### src/hdl/slsd_pkg.sv
// package for the seeded login stream decryptor
// item codes, register indexes, seed masks and the types shared by the modules
// no dependencies

package slsd_pkg;

    // field widths
    localparam int SEED_W   = 32;
    localparam int BYTE_W   = 8;
    localparam int KEY_W    = 32;
    localparam int CFG_IDX_W = 1;

    // default header length in data bytes (legal range 61 to 255)
    localparam int HEADER_LENGTH_DEF = 62;

    // header positions that are checked
    localparam int HDR_POS_FIRST = 0;
    localparam int HDR_POS_MID   = 30;
    localparam int HDR_POS_LAST  = 60;

    localparam logic [BYTE_W-1:0] HDR_FIRST_VALUE = 8'h80;
    localparam logic [BYTE_W-1:0] HDR_ZERO_VALUE  = 8'h00;

    // item kinds
    localparam logic KIND_SEED = 1'b0;
    localparam logic KIND_DATA = 1'b1;

    // configuration register indexes
    localparam logic [CFG_IDX_W-1:0] REG_KEY_A = 1'b0;
    localparam logic [CFG_IDX_W-1:0] REG_KEY_B = 1'b1;

    // seed masks
    localparam logic [15:0] MASK_LOW_HI  = 16'h1357;
    localparam logic [15:0] MASK_LOW_LO  = 16'haaaa;
    localparam logic [15:0] MASK_HIGH_LO = 16'h4321;
    localparam logic [15:0] MASK_HIGH_HI = 16'habcd;

    // work handed to the keystream unit for one item
    typedef struct packed {
        logic              load;
        logic              step;
        logic [SEED_W-1:0] seed;
        logic [BYTE_W-1:0] cipher_byte;
    } slsd_ctl_t;

    // result of one data item
    typedef struct packed {
        logic [BYTE_W-1:0] plain_byte;
        logic              check_done;
        logic              check_ok;
    } slsd_res_t;

endpackage

### src/hdl/seeded_login_stream_decrypt.sv
// top level of the seeded login stream decryptor: input register, output register
// depends on slsd_pkg and slsd_keystream
//
//  channel   dir  handshake          payload
//  s_*       in   s_tvalid/s_tready  tdata = seed[31:0], cipher_byte[39:32]; tuser = kind
//  m_*       out  m_tvalid/m_tready  tdata = plain_byte; tlast = check_done; tuser = check_ok
//  cfg_*     in   cfg_we             cfg_index selects key_a (0) or key_b (1), cfg_data
//
// one item per cycle sustained while the output is not stalled; an accepted item
// is held in the input register, and its result then goes into the output register
// a seed item gives no result and is taken by the keystream unit like a data item
// reset clears the tables, keys, counter and both valid flags; the header flag sets
// when the output is stalled the input register holds one item, then s_tready drops

module seeded_login_stream_decrypt #(
    parameter int HEADER_LENGTH = slsd_pkg::HEADER_LENGTH_DEF
) (
    input  logic                           clk,
    input  logic                           rst_n,
    input  logic                           s_tvalid,
    output logic                           s_tready,
    input  logic [39:0]                    s_tdata,   // seed [31:0], cipher_byte [39:32]
    input  logic                           s_tuser,   // kind
    output logic                           m_tvalid,
    input  logic                           m_tready,
    output logic [7:0]                     m_tdata,   // plain_byte
    output logic                           m_tlast,   // check_done
    output logic                           m_tuser,   // check_ok
    input  logic                           cfg_we,
    input  logic [slsd_pkg::CFG_IDX_W-1:0] cfg_index,
    input  logic [slsd_pkg::KEY_W-1:0]     cfg_data
);
    import slsd_pkg::*;

    logic              in_valid_reg;
    logic              in_kind_reg;
    logic [SEED_W-1:0] in_seed_reg;
    logic [BYTE_W-1:0] in_byte_reg;
    logic              out_valid_reg, out_valid_next;
    slsd_res_t         out_res_reg;

    logic              advance;
    slsd_ctl_t         ctl;
    slsd_res_t         res;

    // input register moves on when the output register is free or being emptied
    assign advance  = in_valid_reg && (!out_valid_reg || m_tready);
    assign s_tready = !in_valid_reg || advance;

    always_ff @(posedge clk or negedge rst_n)
    begin
        if (!rst_n)
            in_valid_reg <= 1'b0;
        else if (s_tready)
            in_valid_reg <= s_tvalid;
    end

    always_ff @(posedge clk)
    begin
        if (s_tready && s_tvalid)
        begin
            in_kind_reg <= s_tuser;
            in_seed_reg <= s_tdata[SEED_W-1:0];
            in_byte_reg <= s_tdata[SEED_W +: BYTE_W];
        end
    end

    always_comb
    begin
        ctl.load        = advance && (in_kind_reg == KIND_SEED);
        ctl.step        = advance && (in_kind_reg == KIND_DATA);
        ctl.seed        = in_seed_reg;
        ctl.cipher_byte = in_byte_reg;
    end

    slsd_keystream #(
        .HEADER_LENGTH(HEADER_LENGTH)
    ) u_keystream (
        .clk       (clk),
        .rst_n     (rst_n),
        .cfg_we    (cfg_we),
        .cfg_index (cfg_index),
        .cfg_data  (cfg_data),
        .ctl       (ctl),
        .res       (res)
    );

    always_comb
    begin
        if (ctl.step)
            out_valid_next = 1'b1;
        else if (m_tready)
            out_valid_next = 1'b0;
        else
            out_valid_next = out_valid_reg;
    end

    always_ff @(posedge clk or negedge rst_n)
    begin
        if (!rst_n)
            out_valid_reg <= 1'b0;
        else
            out_valid_reg <= out_valid_next;
    end

    always_ff @(posedge clk)
    begin
        if (ctl.step)
            out_res_reg <= res;
    end

    assign m_tvalid = out_valid_reg;
    assign m_tdata  = out_res_reg.plain_byte;
    assign m_tlast  = out_res_reg.check_done;
    assign m_tuser  = out_res_reg.check_ok;

    a_accept_fills: assert property (@(posedge clk) disable iff (!rst_n)
        (s_tvalid && s_tready) |=> in_valid_reg)
        else $error("accepted item not held in the input register");

    a_stall_cause: assert property (@(posedge clk) disable iff (!rst_n)
        (in_valid_reg && !s_tready) |-> (out_valid_reg && !m_tready))
        else $error("input stalled while the output side was free");

    a_seed_no_result: assert property (@(posedge clk) disable iff (!rst_n)
        (ctl.load && !out_valid_reg) |=> !out_valid_reg)
        else $error("seed item produced a result");

endmodule

### src/hdl/slsd_keystream.sv
// keystream unit: key registers, the two shift tables, header counter and verdict
// depends on slsd_pkg

module slsd_keystream #(
    parameter int HEADER_LENGTH = slsd_pkg::HEADER_LENGTH_DEF
) (
    input  logic                           clk,
    input  logic                           rst_n,
    input  logic                           cfg_we,
    input  logic [slsd_pkg::CFG_IDX_W-1:0] cfg_index,
    input  logic [slsd_pkg::KEY_W-1:0]     cfg_data,
    input  slsd_pkg::slsd_ctl_t            ctl,
    output slsd_pkg::slsd_res_t            res
);
    import slsd_pkg::*;

    localparam int CNT_W = $clog2(HEADER_LENGTH + 1);
    localparam logic [CNT_W-1:0] CNT_END   = CNT_W'(HEADER_LENGTH);
    localparam logic [CNT_W-1:0] CNT_FINAL = CNT_W'(HEADER_LENGTH - 1);
    localparam logic [CNT_W-1:0] CNT_FIRST = CNT_W'(HDR_POS_FIRST);
    localparam logic [CNT_W-1:0] CNT_MID   = CNT_W'(HDR_POS_MID);
    localparam logic [CNT_W-1:0] CNT_LAST  = CNT_W'(HDR_POS_LAST);

    logic [KEY_W-1:0]  key_a_reg, key_b_reg;
    logic [31:0]       table_low_reg, table_low_next;
    logic [31:0]       table_high_reg, table_high_next;
    logic [CNT_W-1:0]  cnt_reg, cnt_next;
    logic              good_reg, good_next;

    logic [31:0]       seed_inv;
    logic [31:0]       hi_half;
    logic              top_bit;
    logic [BYTE_W-1:0] plain;
    logic              in_header;
    logic              bad;

    always_ff @(posedge clk or negedge rst_n)
    begin
        if (!rst_n)
        begin
            key_a_reg <= '0;
            key_b_reg <= '0;
        end
        else if (cfg_we)
        begin
            unique case (cfg_index)
                REG_KEY_A: key_a_reg <= cfg_data;
                REG_KEY_B: key_b_reg <= cfg_data;
                default:   ;
            endcase
        end
    end

    always_comb
    begin
        seed_inv = ~ctl.seed;
        top_bit  = table_low_reg[0];
        // first of the two rotations of the high table
        hi_half  = {top_bit, table_high_reg[31:1]} ^ (key_a_reg - KEY_W'(1));
        plain    = ctl.cipher_byte ^ table_low_reg[BYTE_W-1:0];

        in_header = (cnt_reg < CNT_END);
        bad = ((cnt_reg == CNT_FIRST) && (plain != HDR_FIRST_VALUE))
            || (((cnt_reg == CNT_MID) || (cnt_reg == CNT_LAST)) && (plain != HDR_ZERO_VALUE));

        table_low_next  = table_low_reg;
        table_high_next = table_high_reg;
        cnt_next        = cnt_reg;
        good_next       = good_reg;

        if (ctl.load)
        begin
            table_low_next  = {seed_inv[15:0] ^ MASK_LOW_HI, ctl.seed[15:0] ^ MASK_LOW_LO};
            table_high_next = {seed_inv[31:16] ^ MASK_HIGH_HI, ctl.seed[31:16] ^ MASK_HIGH_LO};
            cnt_next        = '0;
            good_next       = 1'b1;
        end
        else if (ctl.step)
        begin
            table_high_next = {top_bit, hi_half[31:1]} ^ key_a_reg;
            table_low_next  = {table_high_reg[0], table_low_reg[31:1]} ^ key_b_reg;
            if (in_header)
            begin
                good_next = good_reg & ~bad;
                cnt_next  = cnt_reg + CNT_W'(1);
            end
        end

        res.plain_byte = plain;
        res.check_done = in_header && (cnt_reg == CNT_FINAL);
        res.check_ok   = in_header && (cnt_reg == CNT_FINAL) && good_reg && !bad;
    end

    always_ff @(posedge clk or negedge rst_n)
    begin
        if (!rst_n)
        begin
            table_low_reg  <= '0;
            table_high_reg <= '0;
            cnt_reg        <= '0;
            good_reg       <= 1'b1;
        end
        else
        begin
            table_low_reg  <= table_low_next;
            table_high_reg <= table_high_next;
            cnt_reg        <= cnt_next;
            good_reg       <= good_next;
        end
    end

    a_load_restarts: assert property (@(posedge clk) disable iff (!rst_n)
        ctl.load |=> (cnt_reg == '0) && good_reg)
        else $error("seed load did not restart the header check");

    a_cnt_bounded: assert property (@(posedge clk) disable iff (!rst_n)
        cnt_reg <= CNT_END)
        else $error("header counter ran past the header length");

    a_ok_needs_done: assert property (@(posedge clk) disable iff (!rst_n)
        res.check_ok |-> res.check_done)
        else $error("verdict given outside the last header byte");

    a_good_sticky: assert property (@(posedge clk) disable iff (!rst_n)
        (!good_reg && !ctl.load) |=> !good_reg)
        else $error("header failure cleared without a seed load");

endmodule

### config.mk
export PLATFORM = sky130hd
export DESIGN_NAME = seeded_login_stream_decrypt
export DESIGN_NICKNAME = d
export VERILOG_FILES = /design/src/hdl/slsd_pkg.sv /design/src/hdl/seeded_login_stream_decrypt.sv /design/src/hdl/slsd_keystream.sv
export SDC_FILE = /design/constraint.sdc
export NUM_CORES = 1
export LEC_CHECK = 0
export ABC_AREA = 1
export BUFFER_PORTS_ARGS = -buffer_cell sky130_fd_sc_hd__buf_2
export CAP_MARGIN = 15
export CORE_UTILIZATION = 36
export CTS_CLUSTER_SIZE = 24
export DETAILED_ROUTE_END_ITERATION = 7
export SLEW_MARGIN = 20
export SYNTH_ARGS = -nofsm -noshare
export SYNTH_HDL_FRONTEND = slang
export SYNTH_HIERARCHICAL = 1
export SYNTH_SLANG_ARGS = --single-unit
export TNS_END_PERCENT = 5
### constraint.sdc
create_clock -name clk -period 2.7 [get_ports clk]
set_clock_uncertainty 0.2 [all_clocks]
set_input_delay 0.54 -clock clk [delete_from_list [all_inputs] [get_ports clk]]
set_output_delay 0.54 -clock clk [all_outputs]
set_load 0.05 [all_outputs]
==> impl_metrics.csv <==
group,metric,value,unit
timing,layout_setup_ws,0.534,ns
place,hpwlAfterDp,12.9,mm
floorplanning,rows,52,
timing,setup-violations-final,0,
run,drv_cap,0,
setup_path,startpoint,"m_tvalid$_DFFE_PN0P_",
setup_path,crit_end,"u_keystream/table_high_reg[24]$_DFFE_PN0P_",
timing,tns,0,ns
power_and_ir_drop,ir_worst_vdd,0.312,mV
cts,cts.sinks,164,
place,port_buffers,82,
timing,relSlewSlack,0.626,
timing,slew_viol_final,0,
setup_path,cp_slowest_stage_delay,0.46,ns
synthesis,synth.avg_cell_area,9.47,um^2
routing,detailedRoute.firstPassIterationCount,4,
floorplanning,core_area,20200,um^2
grt,grt_max_degree,68,
floorplanning,initial_core_util,0.367,
setup_path,critical_path_class,"reg2reg",
grt,grt_antenna_before_repair,0,
setup_path,reg2regPathDepth,8,
synthesis,synth_nets,864,
hold_path,min_path_type,"in2reg",
routing,via_count,5438,
grt,overflow,0,
setup_path,r2r_setup_slack,0.53,ns
timing,timing.fmax,462,MHz
setup_path,worstPathMaxFanout,13,
synthesis,synthCells,781,
place,pre_cts_ws,0.255,ns
place,dpl_cell_area,8200,um^2
floorplanning,die_x,145,um
finish,fin_cells,1154,
cts,cts_tree,"yes",
synthesis,ys.warnings.count,6,
synthesis,syn_area,7400,um^2
setup_path,critical-path-slowest-cell,"clkinv_1",
setup_path,reg2reg_to,"u_keystream/table_high_reg[24]$_DFFE_PN0P_",
cts,htreeDepth,4,
timing,period_minus_slack,2.17,ns
routing,via_per_inst,4.71,
routing,wl_per_cell,15.4,um
setup_path,worstPathArrival,2.28,ns
setup_path,crit_path_frequent_cell,"nand2_1",
finish,syn_to_final_growth,19.1,%
finish,antenna_cells,0,
place,gp_congestion,0.815,
power_and_ir_drop,power_density,853,nW/um^2
routing,ant_nets,0,
setup_path,cp.depth,8,
timing,rsz0062_at_grt,"no",
setup_path,crit_chain,"nand2_1 -> nand2_1 -> nor2_4 -> clkinv_1 -> nor2_1 -> nor2_1 -> o21ai_1 -> nand2_1",
floorplanning,die_h,145,um
finish,final_nets,954,
routing,drt-total-wl,17.8,mm
timing,fin_crit_sh,0.802,
finish,fin_area,8810,um^2
status,status,"completed",
routing,drc,0,
finish,fill_cells,1997,
cts,cts_buffers,17,
cts,root_buffer,"clkbuf_16",
setup_path,r2r-start,"m_tvalid$_DFFE_PN0P_",
finish,final_util,0.437,
place,dp.cells,1121,
setup_path,path_delay_family,"simple AND/OR/NAND/NOR gates",
setup_path,worstSetupEndpointType,"register",
floorplanning,die_area,21100,um^2
finish,drive_gt1_frac,0.181,
timing,whs,0.0867,ns
cts,clk_latency,0.43,ns
setup_path,worst_setup_path_start_kind,"register",
power_and_ir_drop,power,7.52,mW
grt,grt_pass1_vias,5290,
cts,clock_path_buffers,2,
cts,clkSlewWorstSetupHoldPaths,0.06,ns
floorplanning,ioPinCount,91,
setup_path,worstPathRequired,2.81,ns
timing,worst_slew_pin_slew,0.561,ns
routing,first_iter_violations,404,
grt,grt_pass1_wl,28.9,mm
grt,track_usage,0.180,
timing,finalHoldViolCount,0,
setup_path,crit_buf_inv,1,
power_and_ir_drop,power.static_leakage,4.04,nW
==> worst reg2reg max path: cells and delay by family (launching register included) <==
kind / cells / cell delay [ns]
compound gates: 1 / 0.09
buf+inv: 1 / 0.46
flops: 1 / 0.40
simple gates: 6 / 0.93
==> report_power, final <==
part / internal (mW) / switching, mW / total (mW)
logic: 0.700 / 0.916 / 1.62
clock network: 1.44 / 0.970 / 2.41
registers: 3.06 / 0.433 / 3.49
==> per-layer routing <==
metal / vias up / share of wire / track usage
met2: 108 / 0.47 / 0.281
li1: 2733 / - / -
met4: 0 / 0.018 / 0.0621
met1: 2577 / 0.47 / 0.253
met5: - / 0 / 0
met3: 20 / 0.040 / 0.0351
==> cell type report <==
cell class                      instances  area (um^2)  area share
Multi-Input combinational cell        514         2680       0.304
Tap cell                              270          338      0.0384
Clock buffer                           20          468      0.0531
Inverter                               76          289      0.0328
Sequential cell                       164         4320       0.491
Clock inverter                         12          128      0.0145
Timing Repair Buffer                   98          586      0.0665
==> how the worst min path moves through the flow <==
stage | cells past startpoint | endpoint | start
after global routing | 1 | in_seed_reg[10]$_DFFE_PP_ | s_tdata[10]
after global placement | 1 | in_valid_reg$_DFFE_PN0P_ | rst_n
final | 1 | in_seed_reg[10]$_DFFE_PP_ | s_tdata[10]
after detailed placement | 1 | in_valid_reg$_DFFE_PN0P_ | rst_n
after CTS | 1 | in_seed_reg[10]$_DFFE_PP_ | s_tdata[10]
after floorplan | 0 | in_valid_reg$_DFFE_PN0P_ | rst_n
==> repair_timing <==
item                                   CTS  global route
hold buffers                             1             0
endpoints found under the hold margin   53             0
resized for setup                        0             0
setup buffers                            0             0
==> placed cells by master (no fill, tap or decap), drive strengths merged <==
master / count
o21bai: 1
a21boi: 2
a21oi: 55
nand4: 1
clkinvlp: 2
o211ai: 4
dlygate4sd3: 1
xor2: 18
and3: 1
xnor2: 37
edfxtp: 43
dfstp: 1
nor3: 4
nand3: 22
nand2: 176
buf: 97
inv: 75
o22ai: 3
o221ai: 3
nor2: 64
ha: 4
dfrtp: 120
bufinv: 2
o21ai: 116
or2: 3
clkbuf: 20
clkinv: 9
Power figures use the tool's default switching activity.
